$ cat src/rtl/dda_pkg.sv
// Shared types and constants for the DDA line rasterizer.
package dda_pkg;

  // Fixed-point formats.
  localparam int COORD_BITS      = 16;
  localparam int COORD_FRAC_BITS = 4;
  localparam int SLOPE_FRAC_BITS = 16;
  localparam int MINOR_BITS      = 32;
  localparam int SLOPE_BITS      = 20;
  localparam int MINOR_SHIFT     = SLOPE_FRAC_BITS - COORD_FRAC_BITS;
  localparam int MAJ_PIX_BITS    = COORD_BITS - 1 - COORD_FRAC_BITS;
  localparam int MIN_PIX_BITS    = MINOR_BITS - 1 - SLOPE_FRAC_BITS;
  localparam int MAG_BITS        = COORD_BITS;

  // Output and screen sizes.
  localparam int PIX_BITS    = 11;
  localparam int SCREEN_BITS = 12;
  localparam int SCREEN_MAX  = 2048;

  // Slope divider: one quotient bit per cycle.
  localparam int DIV_STEPS    = SLOPE_FRAC_BITS + 1;
  localparam int DIV_CNT_BITS = $clog2(DIV_STEPS);

  // Request queue between the front and the back.
  localparam int QUEUE_DEPTH    = 4;
  localparam int QUEUE_PTR_BITS = $clog2(QUEUE_DEPTH);
  localparam int QUEUE_CNT_BITS = $clog2(QUEUE_DEPTH + 1);

  // Request codes.
  localparam logic OP_LOAD = 1'b0;
  localparam logic OP_TICK = 1'b1;

  // Configuration register indexes.
  localparam int CFG_IDX_BITS = 2;
  localparam logic [CFG_IDX_BITS-1:0] CFG_SCREEN_WIDTH  = 2'd0;
  localparam logic [CFG_IDX_BITS-1:0] CFG_SCREEN_HEIGHT = 2'd1;

  // A classified request as it waits in the queue.
  typedef struct packed {
    logic                       is_tick;
    logic                       x_is_major;
    logic [COORD_BITS-1:0]      major_start;
    logic [COORD_BITS-1:0]      major_limit;
    logic [COORD_BITS-1:0]      minor_start;
    logic [MAG_BITS-1:0]        dmin_mag;
    logic [MAG_BITS-1:0]        dmaj_mag;
    logic                       slope_neg;
    logic                       dmaj_zero;
  } queue_entry_t;

  // Queue status seen by the back.
  typedef struct packed {
    logic         empty;
    queue_entry_t head;
  } queue_status_t;

  // Divider request and response.
  typedef struct packed {
    logic                start;
    logic [MAG_BITS-1:0] dividend;
    logic [MAG_BITS-1:0] divisor;
  } div_req_t;

  typedef struct packed {
    logic                 done;
    logic [DIV_STEPS-1:0] quotient;
  } div_rsp_t;

  // Screen size as seen by the back.
  typedef struct packed {
    logic [SCREEN_BITS-1:0] width;
    logic [SCREEN_BITS-1:0] height;
  } screen_t;

  // Back sequencer states.
  typedef enum logic {
    BK_RUN,
    BK_DIV
  } bk_state_t;

endpackage

$ cat src/rtl/dda_front.sv
// Front: accepts requests and classifies segments into queue entries.
module dda_front (
  input  logic                              in_valid,
  output logic                              in_stall,
  input  logic                              op,
  input  logic signed [dda_pkg::COORD_BITS-1:0] start_x,
  input  logic signed [dda_pkg::COORD_BITS-1:0] start_y,
  input  logic signed [dda_pkg::COORD_BITS-1:0] end_x,
  input  logic signed [dda_pkg::COORD_BITS-1:0] end_y,
  input  logic                              queue_full,
  output logic                              push,
  output dda_pkg::queue_entry_t             entry
);
  import dda_pkg::*;

  logic signed [COORD_BITS:0] dx;
  logic signed [COORD_BITS:0] dy;
  logic signed [COORD_BITS:0] neg_dx;
  logic signed [COORD_BITS:0] neg_dy;
  logic [MAG_BITS-1:0]        adx;
  logic [MAG_BITS-1:0]        ady;
  logic                       x_major;
  logic signed [COORD_BITS-1:0] smaj;
  logic signed [COORD_BITS-1:0] emaj;
  logic signed [COORD_BITS-1:0] smin;
  logic signed [COORD_BITS-1:0] emin;

  // The queue refuses requests only when it is full.
  assign in_stall = queue_full;
  assign push     = in_valid && !queue_full;

  // Differences and their magnitudes; the magnitude always fits the coordinate width.
  always_comb begin
    dx     = (COORD_BITS+1)'(end_x) - (COORD_BITS+1)'(start_x);
    dy     = (COORD_BITS+1)'(end_y) - (COORD_BITS+1)'(start_y);
    neg_dx = -dx;
    neg_dy = -dy;
    adx    = dx[COORD_BITS] ? neg_dx[MAG_BITS-1:0] : dx[MAG_BITS-1:0];
    ady    = dy[COORD_BITS] ? neg_dy[MAG_BITS-1:0] : dy[MAG_BITS-1:0];
    x_major = adx > ady;
  end

  // Pick the major axis; on a tie y is major.
  always_comb begin
    if (x_major) begin
      smaj = start_x;
      emaj = end_x;
      smin = start_y;
      emin = end_y;
    end else begin
      smaj = start_y;
      emaj = end_y;
      smin = start_x;
      emin = end_x;
    end
  end

  // Build the entry; the walk starts at the endpoint with the smaller major value.
  always_comb begin
    entry.is_tick    = (op == OP_TICK);
    entry.x_is_major = x_major;
    if (smaj < emaj) begin
      entry.major_start = smaj;
      entry.major_limit = emaj;
      entry.minor_start = smin;
    end else begin
      entry.major_start = emaj;
      entry.major_limit = smaj;
      entry.minor_start = emin;
    end
    if (x_major) begin
      entry.dmin_mag  = ady;
      entry.dmaj_mag  = adx;
      entry.slope_neg = dx[COORD_BITS] ^ dy[COORD_BITS];
      entry.dmaj_zero = (adx == '0);
    end else begin
      entry.dmin_mag  = adx;
      entry.dmaj_mag  = ady;
      entry.slope_neg = dx[COORD_BITS] ^ dy[COORD_BITS];
      entry.dmaj_zero = (ady == '0);
    end
  end

endmodule

$ cat src/rtl/dda_queue.sv
// Short request queue between the front and the back.
module dda_queue (
  input  logic                   clk,
  input  logic                   rst,
  input  logic                   push,
  input  dda_pkg::queue_entry_t  push_entry,
  input  logic                   pop,
  output logic                   full,
  output dda_pkg::queue_status_t status
);
  import dda_pkg::*;

  queue_entry_t              slots [QUEUE_DEPTH];
  logic [QUEUE_PTR_BITS-1:0] wr_ptr;
  logic [QUEUE_PTR_BITS-1:0] rd_ptr;
  logic [QUEUE_CNT_BITS-1:0] count;

  assign full         = (count == QUEUE_CNT_BITS'(QUEUE_DEPTH));
  assign status.empty = (count == '0);
  assign status.head  = slots[rd_ptr];

  // Pointers and fill count.
  always_ff @(posedge clk) begin
    if (rst) begin
      wr_ptr <= '0;
      rd_ptr <= '0;
      count  <= '0;
    end else begin
      if (push) begin
        wr_ptr <= wr_ptr + 1'b1;
      end
      if (pop) begin
        rd_ptr <= rd_ptr + 1'b1;
      end
      if (push && !pop) begin
        count <= count + 1'b1;
      end else if (pop && !push) begin
        count <= count - 1'b1;
      end
    end
  end

  // Entry storage.
  always_ff @(posedge clk) begin
    if (push) begin
      slots[wr_ptr] <= push_entry;
    end
  end

endmodule

$ cat src/rtl/dda_div.sv
// Restoring divider that yields the slope magnitude one bit per cycle.
module dda_div (
  input  logic              clk,
  input  logic              rst,
  input  dda_pkg::div_req_t req,
  output dda_pkg::div_rsp_t rsp
);
  import dda_pkg::*;

  logic                    running;
  logic [DIV_CNT_BITS-1:0] cnt;
  logic [MAG_BITS:0]       rem;
  logic [MAG_BITS-1:0]     divisor;
  logic [DIV_STEPS-1:0]    quo;
  logic                    done;
  logic                    ge;
  logic [MAG_BITS:0]       rem_sub;

  assign rsp.done     = done;
  assign rsp.quotient = quo;

  // One trial subtraction per cycle; the remainder stays below the divisor.
  always_comb begin
    ge      = rem >= {1'b0, divisor};
    rem_sub = ge ? (rem - {1'b0, divisor}) : rem;
  end

  // Control: a run of one step per quotient bit, then a done pulse.
  always_ff @(posedge clk) begin
    if (rst) begin
      running <= 1'b0;
      cnt     <= '0;
      done    <= 1'b0;
    end else begin
      done <= running && (cnt == '0);
      if (req.start) begin
        running <= 1'b1;
        cnt     <= DIV_CNT_BITS'(DIV_STEPS - 1);
      end else if (running) begin
        if (cnt == '0) begin
          running <= 1'b0;
        end else begin
          cnt <= cnt - 1'b1;
        end
      end
    end
  end

  // Datapath: the remainder starts at the unshifted minor magnitude and shifts up each step.
  always_ff @(posedge clk) begin
    if (req.start) begin
      rem     <= {1'b0, req.dividend};
      divisor <= req.divisor;
      quo     <= '0;
    end else if (running) begin
      rem <= {rem_sub[MAG_BITS-1:0], 1'b0};
      quo <= {quo[DIV_STEPS-2:0], ge};
    end
  end

endmodule

$ cat src/rtl/dda_back.sv
// Back: loads segments through the divider and steps them one tick at a time.
module dda_back (
  input  logic                   clk,
  input  logic                   rst,
  input  dda_pkg::queue_status_t q_status,
  output logic                   pop,
  output dda_pkg::div_req_t      div_req,
  input  dda_pkg::div_rsp_t      div_rsp,
  input  dda_pkg::screen_t       screen,
  output logic                   out_valid,
  input  logic                   out_stall,
  output logic                   pixel_valid,
  output logic [dda_pkg::PIX_BITS-1:0] pixel_x,
  output logic [dda_pkg::PIX_BITS-1:0] pixel_y,
  output logic                   last
);
  import dda_pkg::*;

  bk_state_t state;
  bk_state_t state_next;

  logic                          busy;
  logic                          x_is_major;
  logic signed [COORD_BITS-1:0]  major_position;
  logic signed [COORD_BITS-1:0]  major_limit;
  logic signed [MINOR_BITS-1:0]  minor_position;
  logic signed [SLOPE_BITS-1:0]  step_slope;
  logic                          ld_slope_neg;
  logic                          ld_dmaj_zero;

  logic                          tick_fire;
  logic                          load_fire;
  logic [SCREEN_BITS-1:0]        wmaj;
  logic [SCREEN_BITS-1:0]        wmin;
  logic [MAJ_PIX_BITS-1:0]       maj_pix;
  logic [MIN_PIX_BITS-1:0]       min_pix;
  logic                          oob;
  logic signed [COORD_BITS:0]    major_next;
  logic                          seg_end;
  logic [SLOPE_BITS-1:0]         slope_mag;
  logic [SLOPE_BITS-1:0]         slope_neg_mag;
  logic [PIX_BITS-1:0]           px;
  logic [PIX_BITS-1:0]           py;

  // Next state of the sequencer.
  always_comb begin
    state_next = state;
    case (state)
      BK_RUN: begin
        if (!q_status.empty && !q_status.head.is_tick) begin
          state_next = BK_DIV;
        end
      end
      BK_DIV: begin
        if (div_rsp.done) begin
          state_next = BK_RUN;
        end
      end
      default: state_next = BK_RUN;
    endcase
  end

  // Sequencer outputs: pop a load into the divider, drop idle ticks, fire live ticks.
  always_comb begin
    pop       = 1'b0;
    load_fire = 1'b0;
    tick_fire = 1'b0;
    case (state)
      BK_RUN: begin
        if (!q_status.empty) begin
          if (!q_status.head.is_tick) begin
            pop       = 1'b1;
            load_fire = 1'b1;
          end else if (!busy) begin
            pop = 1'b1;
          end else if (!out_valid || !out_stall) begin
            pop       = 1'b1;
            tick_fire = 1'b1;
          end
        end
      end
      BK_DIV: begin
        pop = 1'b0;
      end
      default: begin
        pop = 1'b0;
      end
    endcase
  end

  always_comb begin
    div_req.start    = load_fire;
    div_req.dividend = q_status.head.dmin_mag;
    div_req.divisor  = q_status.head.dmaj_mag;
  end

  always_ff @(posedge clk) begin
    if (rst) begin
      state <= BK_RUN;
    end else begin
      state <= state_next;
    end
  end

  // Bounds check of the current point against the screen.
  always_comb begin
    wmaj    = x_is_major ? screen.width : screen.height;
    wmin    = x_is_major ? screen.height : screen.width;
    maj_pix = major_position[COORD_BITS-2:COORD_FRAC_BITS];
    min_pix = minor_position[MINOR_BITS-2:SLOPE_FRAC_BITS];
    oob     = major_position[COORD_BITS-1]
           || (SCREEN_BITS'(maj_pix) >= wmaj)
           || minor_position[MINOR_BITS-1]
           || (min_pix >= MIN_PIX_BITS'(wmin));
    px      = x_is_major ? PIX_BITS'(maj_pix) : PIX_BITS'(min_pix);
    py      = x_is_major ? PIX_BITS'(min_pix) : PIX_BITS'(maj_pix);
  end

  // One unit step along the major axis; the segment ends once it would pass the limit.
  always_comb begin
    major_next = (COORD_BITS+1)'(major_position)
               + (COORD_BITS+1)'(1 << COORD_FRAC_BITS);
    seg_end    = major_next > (COORD_BITS+1)'(major_limit);
  end

  // Signed slope from the divider's magnitude.
  always_comb begin
    slope_mag     = SLOPE_BITS'(div_rsp.quotient);
    slope_neg_mag = -slope_mag;
  end

  // Segment state.
  always_ff @(posedge clk) begin
    if (rst) begin
      busy <= 1'b0;
    end else if (state == BK_DIV && div_rsp.done) begin
      busy <= 1'b1;
    end else if (tick_fire && (oob || seg_end)) begin
      busy <= 1'b0;
    end
  end

  always_ff @(posedge clk) begin
    if (load_fire) begin
      x_is_major     <= q_status.head.x_is_major;
      major_position <= q_status.head.major_start;
      major_limit    <= q_status.head.major_limit;
      minor_position <= MINOR_BITS'($signed(q_status.head.minor_start)) <<< MINOR_SHIFT;
      ld_slope_neg   <= q_status.head.slope_neg;
      ld_dmaj_zero   <= q_status.head.dmaj_zero;
    end else if (tick_fire && !oob && !seg_end) begin
      major_position <= major_next[COORD_BITS-1:0];
      minor_position <= minor_position + MINOR_BITS'(step_slope);
    end
    if (state == BK_DIV && div_rsp.done) begin
      if (ld_dmaj_zero) begin
        step_slope <= '0;
      end else if (ld_slope_neg) begin
        step_slope <= slope_neg_mag;
      end else begin
        step_slope <= slope_mag;
      end
    end
  end

  // Output register holds a result until the receiver takes it.
  always_ff @(posedge clk) begin
    if (rst) begin
      out_valid <= 1'b0;
    end else if (tick_fire) begin
      out_valid <= 1'b1;
    end else if (!out_stall) begin
      out_valid <= 1'b0;
    end
  end

  always_ff @(posedge clk) begin
    if (tick_fire) begin
      pixel_valid <= !oob;
      pixel_x     <= oob ? '0 : px;
      pixel_y     <= oob ? '0 : py;
      last        <= oob || seg_end;
    end
  end

endmodule

$ cat src/rtl/dda_line_rasterizer.sv
// Top level of the DDA line rasterizer: screen registers, front, queue, divider and back.
//
// Usage: requests arrive on in_valid/in_stall with op, start_x, start_y, end_x, end_y
// (signed Q12.4). A load request (op = 0) sets up a segment; a tick request (op = 1)
// produces at most one pixel result on out_valid/out_stall with pixel_valid, pixel_x,
// pixel_y and last. Ticks while no segment is active give no result.
// Requests pass through a 4-entry queue, so in_stall rises only when it is full.
// A tick that reaches the back yields its result in the output register in the next
// cycle, and ticks run at one per cycle while the output register drains. A load
// occupies the back until the slope divider, one quotient bit per cycle, is done.
// screen_width (index 0) and screen_height (index 1) are written through cfg_we,
// cfg_index and cfg_data; the user must write them only while the block is idle, and
// the block does not enforce this. Values above 2048 read as 2048. Reset empties the
// queue, ends any segment and sets the screen to 640 by 480. While out_stall is high
// the result stays in the output register; live ticks wait, new requests are queued.
module dda_line_rasterizer (
  input  logic                                  clk,
  input  logic                                  rst,
  input  logic                                  in_valid,
  output logic                                  in_stall,
  input  logic                                  op,
  input  logic signed [dda_pkg::COORD_BITS-1:0] start_x,
  input  logic signed [dda_pkg::COORD_BITS-1:0] start_y,
  input  logic signed [dda_pkg::COORD_BITS-1:0] end_x,
  input  logic signed [dda_pkg::COORD_BITS-1:0] end_y,
  output logic                                  out_valid,
  input  logic                                  out_stall,
  output logic                                  pixel_valid,
  output logic [dda_pkg::PIX_BITS-1:0]          pixel_x,
  output logic [dda_pkg::PIX_BITS-1:0]          pixel_y,
  output logic                                  last,
  input  logic                                  cfg_we,
  input  logic [dda_pkg::CFG_IDX_BITS-1:0]      cfg_index,
  input  logic [dda_pkg::SCREEN_BITS-1:0]       cfg_data
);
  import dda_pkg::*;

  screen_t                screen;
  logic [SCREEN_BITS-1:0] cfg_clamped;
  logic                   push;
  logic                   pop;
  logic                   queue_full;
  queue_entry_t           entry;
  queue_status_t          q_status;
  div_req_t               div_req;
  div_rsp_t               div_rsp;

  // Screen size registers, clamped to the largest screen.
  assign cfg_clamped = (cfg_data > SCREEN_BITS'(SCREEN_MAX)) ? SCREEN_BITS'(SCREEN_MAX)
                                                            : cfg_data;

  always_ff @(posedge clk) begin
    if (rst) begin
      screen.width  <= SCREEN_BITS'(640);
      screen.height <= SCREEN_BITS'(480);
    end else if (cfg_we) begin
      case (cfg_index)
        CFG_SCREEN_WIDTH:  screen.width  <= cfg_clamped;
        CFG_SCREEN_HEIGHT: screen.height <= cfg_clamped;
        default: ;
      endcase
    end
  end

  dda_front u_front (
    .in_valid   (in_valid),
    .in_stall   (in_stall),
    .op         (op),
    .start_x    (start_x),
    .start_y    (start_y),
    .end_x      (end_x),
    .end_y      (end_y),
    .queue_full (queue_full),
    .push       (push),
    .entry      (entry)
  );

  dda_queue u_queue (
    .clk        (clk),
    .rst        (rst),
    .push       (push),
    .push_entry (entry),
    .pop        (pop),
    .full       (queue_full),
    .status     (q_status)
  );

  dda_div u_div (
    .clk (clk),
    .rst (rst),
    .req (div_req),
    .rsp (div_rsp)
  );

  dda_back u_back (
    .clk         (clk),
    .rst         (rst),
    .q_status    (q_status),
    .pop         (pop),
    .div_req     (div_req),
    .div_rsp     (div_rsp),
    .screen      (screen),
    .out_valid   (out_valid),
    .out_stall   (out_stall),
    .pixel_valid (pixel_valid),
    .pixel_x     (pixel_x),
    .pixel_y     (pixel_y),
    .last        (last)
  );

endmodule
$ cat config.mk
export PLATFORM = sky130hd
export DESIGN_NAME = dda_line_rasterizer
export DESIGN_NICKNAME = d
export VERILOG_FILES = /design/src/rtl/dda_pkg.sv /design/src/rtl/dda_front.sv /design/src/rtl/dda_queue.sv /design/src/rtl/dda_div.sv /design/src/rtl/dda_back.sv /design/src/rtl/dda_line_rasterizer.sv
export SDC_FILE = /design/constraint.sdc
export NUM_CORES = 1
export LEC_CHECK = 0
export BUFFER_PORTS_ARGS = -buffer_cell sky130_fd_sc_hd__buf_2
export CORE_ASPECT_RATIO = 0.6
export CORE_MARGIN = 8
export CORE_UTILIZATION = 33
export DETAILED_ROUTE_END_ITERATION = 16
export GPL_ROUTABILITY_DRIVEN = 1
export PLACE_DENSITY = 0.49
export REMOVE_ABC_BUFFERS = 1
export SLEW_MARGIN = 20
export SYNTH_ARGS = -nofsm -noshare
export SYNTH_HDL_FRONTEND = slang
export SYNTH_SLANG_ARGS = --single-unit
$ cat constraint.sdc
create_clock -name clk -period 13.24 [get_ports clk]
set_input_delay 0 -clock clk [delete_from_list [all_inputs] [get_ports clk]]
set_output_delay 0 -clock clk [all_outputs]
set_load 0.1 [all_outputs]
Word level (Yosys, flattened, before mapping)
Memory sizes are Yosys's and may differ from the RTL's. A register that Yosys moved wholly into a read port is not among the register bits.
Cells that the tools add are included.
{"block": "op_classes", "add_sub_neg": 13, "order_cmp": 7, "eq_ne": 4, "mux": 52, "bitwise": 4, "n_reduce_logical": 38}
{"operator": "$mux W16", "n": 11}
{"operator": "$mux W32", "n": 2}
{"operator": "$mux W48", "n": 1}
{"operator": "$mux W12", "n": 3}
{"operator": "$mux W34", "n": 1}
{"operator": "$sub A16 B16 Y17", "n": 2}
{"operator": "$add A32 B20 Y32", "n": 1}
{"operator": "$logic_not A16 Y1", "n": 2}
{"operator": "$neg A16 Y16", "n": 2}
{"operator": "$mux W1", "n": 22}
{"operator": "$mux W11", "n": 2}
{"operator": "$neg A17 Y20", "n": 1}
{"operator": "$add A16 B6 Y17 const B", "n": 1}
{"operator": "$ge A17 B16 Y1", "n": 1}
{"operator": "$gt A17 B16 Y1", "n": 1}
{"operator": "$mux W17", "n": 1}
{"operator": "$gt A16 B16 Y1", "n": 1}
{"operator": "$lt A16 B16 Y1", "n": 1}
{"operator": "$sub A16 B16 Y16", "n": 1}
{"operator": "$ge A15 B12 Y1", "n": 1}
{"operator": "$mux W5", "n": 3}
{"operator": "$ge A11 B12 Y1", "n": 1}
{"operator": "$gt A12 B12 Y1 const B", "n": 1}
{"operator": "$logic_and A1 B1 Y1", "n": 9}
{"operator": "20 further kinds", "n": 46}
{"block": "word_totals", "regBits": 202, "mem_bits_rw": 336, "inputBits": 84, "out_inout_bits": 26, "elab_cells": 148, "memories": 1}
{"name": "u_queue.slots", "depth": 4, "width": 84, "read_ports": 1, "rd_ports_with_merged_regs": 1, "wr": 1, "line_no": "dda_queue.sv:13", "rtl": "queue_entry_t slots [QUEUE_DEPTH];"}

Longest topological paths before layout
{"block": "depth", "ltp_word": 11, "depth_mapped": 38, "ltp_nobuf": 35}

Hierarchy
Synthesis repeated with hierarchy kept, for this count alone.
{"block": "hier_totals", "hier_cells": 2437, "area_unflattened_um2": 29607.1}
{"mod": "dda_queue", "instances": 1, "cells_per_inst": 482, "area_per_inst_um2": 12547.0, "seq_area_each_um2": 10269.8}
{"mod": "dda_back", "instances": 1, "cells_per_inst": 802, "area_per_inst_um2": 7878.8, "seq_area_each_um2": 3273.1}
{"mod": "dda_front", "instances": 1, "cells_per_inst": 698, "area_per_inst_um2": 4937.2, "seq_area_each_um2": 0.0}
{"mod": "dda_div", "instances": 1, "cells_per_inst": 342, "area_per_inst_um2": 3309.4, "seq_area_each_um2": 1461.4}
{"mod": "dda_line_rasterizer", "instances": 1, "cells_per_inst": 113, "area_per_inst_um2": 934.6, "seq_area_each_um2": 480.5}

Worst setup path after synthesis
Ideal clock, no wire load.
{"block": "synth_path", "path_type": "input-to-reg", "from": "in end_x[0] (netlist bit)", "to": "mem u_queue.slots[0][68] (netlist bit), data pin", "setup_time_ns": 0.183, "arrival_time_ns": 8.253, "required_ns": 13.057, "slack_ns": 4.804, "stages": 34, "path_buffers": 3, "cell_sequence": "inv_1 ha_1 fa_1 nand2b_1 a21oi_1 a211oi_1 and2_1 a2111o_1 or2_1 or4b_1 or4_1 a221oi_1 or3_4 inv_1 ha_1 nand4_1 or3_1 o221ai_1 nand2_1 inv_1 clkbuf_1 mux2i_1 ha_1 a21o_1 a21o_1 a21o_1 a21o_1 a21o_1 a221o_1 a41oi_1 mux2_2 clkbuf_1 clkbuf_1 mux2i_1"}
{"element": "start: declaration", "line_no": "dda_line_rasterizer.sv:24", "rtl": "input logic signed [dda_pkg::COORD_BITS-1:0] end_x,"}
{"element": "end: declaration", "line_no": "dda_queue.sv:13"}

==> flow_metrics.py <==
metrics = {
    "status": {
        "status": "completed",
    },
    "timing": {
        "fin_tns_setup_ps": 0,
        "holdWs_ps": 69.4,
        "skew_ps": 46.0,
        "period_minus_slack_ps": 11290,
        "report.final.slew_viol_count": 0,
        "worst_slack_ps": 1950,
        "setup_violations": 0,
        "fmax_mhz": 88.6,
        "max_slew.worst_pin.slew_ps": 1040,
        "post-route-period-util_pct": 85.3,
        "rsz0062_at_grt": "no",
        "relSlewSlack_pct": 30.2,
        "hold_violations": 0,
    },
    "pwr": {
        "ir_worst_vdd_mv": 0.131,
        "leakage_nw": 12.5,
        "total_power_mw": 8.22,
        "power_density_nw_per_um2": 249,
    },
    "logic_synthesis": {
        "yosysUniqueCellTypes": 73,
        "ys.flop_type": "edfxtp_1",
        "synth_area_leaders": "edfxtp_1 (49%), ha_1 (7.0%), mux4_2 (6.6%), dfxtp_1 (5.1%), mux2i_1 (4.8%)",
        "yosys.area.top_type": "edfxtp_1",
        "async_flop_share_pct": 0,
        "yosys-top-cells-count": "edfxtp_1 (467), nor2_1 (244), a21oi_1 (169), ha_1 (161), inv_1 (153)",
        "avgSynthCellArea_sq_um": 12.0,
        "synthCells": 2395,
        "ys_ff_latch": 540,
        "synth_top_area_share_pct": 48.7,
        "yosysMostFrequentCell": "edfxtp_1",
        "synth-seq-area-share_pct": 53.8,
        "yosys_warnings": 0,
        "syn_area_sq_um": 28800,
        "synth_edf_count": 467,
    },
    "setup_path": {
        "startpoint": "end_x[0]",
        "worstSetupStartpointType": "input pin",
        "worstPathRequired_ps": 13580,
        "cp_max_fo": 47,
        "worstPathArrival_ps": 11630,
        "slowest_stage": "dlygate4sd3_1",
        "rr_startpoint": "u_back.x_is_major",
        "end_kind": "flop",
        "path_class": "input pin to flop",
        "critical_path.max_stage_delay_ps": 660,
    },
    "placement": {
        "dp_slack_ps": 2560,
        "dp_hpwl_um": 58800,
        "dpl.cell_count": 3591,
        "numPortBuffers": 109,
        "place_area_sq_um": 30600,
        "gp_congestion": 0.913,
    },
    "clock_network": {
        "cts_buffer_depth": 3,
        "path_clk_slew_ps": 60,
        "root_buffer": "clkbuf_16",
        "htree_levels": 2,
        "cts_tree": "built",
        "cts.sinks": 540,
        "cts_resized": 0,
        "clock_latency_ps": 660,
        "cts_buffers": 56,
    },
    "grt": {
        "grtUsageTotal_pct": 16.3,
        "top_usage_layer": "met1",
        "grtUsageMet1_pct": 26.4,
        "grt-ovfl-total": 0,
        "first_global_vias": 19300,
        "use_met2_pct": 22.9,
        "grt_pass1_wl_um": 123000,
        "met3_usage_pct": 2.23,
        "grt_max_degree": 61,
        "antenna_found_initial": 2,
    },
    "min_path": {
        "hp-start": "end_y[0]",
        "hold_class": "input pin to flop",
    },
    "routing": {
        "drtAntennaViolNets": 0,
        "routed_wirelength_um": 80700,
        "remaining_drc_errors": 0,
        "num_vias": 19600,
        "drt_iter0_drc": 1968,
        "drtPass1Iterations": 5,
        "vias_per_cell": 5.24,
        "wl_per_cell_um": 21.5,
    },
    "layout": {
        "final_cell_area_sq_um": 33100,
        "area_growth_pct": 14.8,
        "nets": 2789,
        "final_util_pct": 38.0,
        "fin_cells": 3749,
        "layout-drive-gt1-share_pct": 12.9,
    },
    "floorplanning": {
        "die_y_um": 245,
        "ioPinCount": 110,
        "core_sq_um": 87000,
        "fp-row-count": 84,
        "dieWidth_um": 397,
        "dieArea_sq_um": 97200,
        "start_util_pct": 33.1,
    },
    "flow_run": {
        "max_cap_violations": 0,
    },
}
[cells by family (layout without fill, tap and decap cells)]
kind of cell	Yosys count	in the layout	synth area share, %
AO/OA/AOI/OAI	431	431	9.30
XOR/XNOR	117	117	3.56
adder cells (fa/ha/maj)	166	166	7.35
buffers and inverters	248	439	3.24
flip-flops	540	540	53.8
multiplexers	226	226	11.5
other	0	2	0
AND/OR/NAND/NOR	667	667	11.2
[metal layers]
metal	share of wire, %	vias up
li1	-	9239
met1	53	9738
met2	40	567
met3	5.9	83
met4	1.7	0
met5	0	-
[registers in the layout, summed over array words and instances, names as in the netlist, 2 cells and up, named ones only]
register / count
u_div.divisor: 16
u_back.major_limit: 16
u_queue.slots: 336
u_div.rem: 17
u_queue.rd_ptr: 2
u_back.major_position: 16
u_back.step_slope: 20
u_back.pixel_x: 11
u_div.quo: 17
u_queue.count: 3
u_back.minor_position: 32
u_back.pixel_y: 11
u_div.cnt: 5
u_queue.wr_ptr: 2
screen: 24
[cell usage in the layout (no fill, tap or decap), types with 84 or more instances in the layout]
master / count
buf_2: 109
mux4_2: 84
a21oi_1: 169
inv_1: 151
nand2_1: 134
mux2i_1: 139
edfxtp_1: 467
nor2_1: 244
ha_1: 161
o21ai_0: 84
[power breakdown]
part | total [mW] | switching, mW | internal [mW]
registers | 2.93 | 0.218 | 2.72
logic | 3.65 | 2.27 | 1.38
clock network | 1.64 | 0.697 | 0.940
[critical path: cells and delay by family]
kind	cells	cell delay, ps
buffers and inverters	8	3300
AND/OR/NAND/NOR	11	3090
AO/OA/AOI/OAI	9	2590
adder cells (fa/ha/maj)	4	1280
multiplexers	2	1080
XOR/XNOR	1	180
[worst paths after layout]
| check | endpoint | slack, ps | cells after the start |
|---|---|---|---|
| min | u_queue.slots[0][34] | 70 | 3 |
| max reg2reg | u_back.major_position[7] | 8040 | 17 |
| max | u_queue.slots[1][50] | 1950 | 35 |
| min reg2reg | u_back.minor_position[2] | 470 | 2 |
[layout make-up]
type                       count  area (sq um)
fill                        8395         54000
sequential                   540         15500
multi-input combinational   1607         12400
tap                         1161          1450
clock buffer                  62          1420
timing repair buffer         181          1230
inverter                     153           576
clock inverter                43           488
antenna                        2          5.00
[timing repair]
action / CTS / global route
hold endpoints to repair: 112 / 0
hold buffers: 51 / 0
buffers inserted: 0 / 0
(Power assumes the default switching activity.)
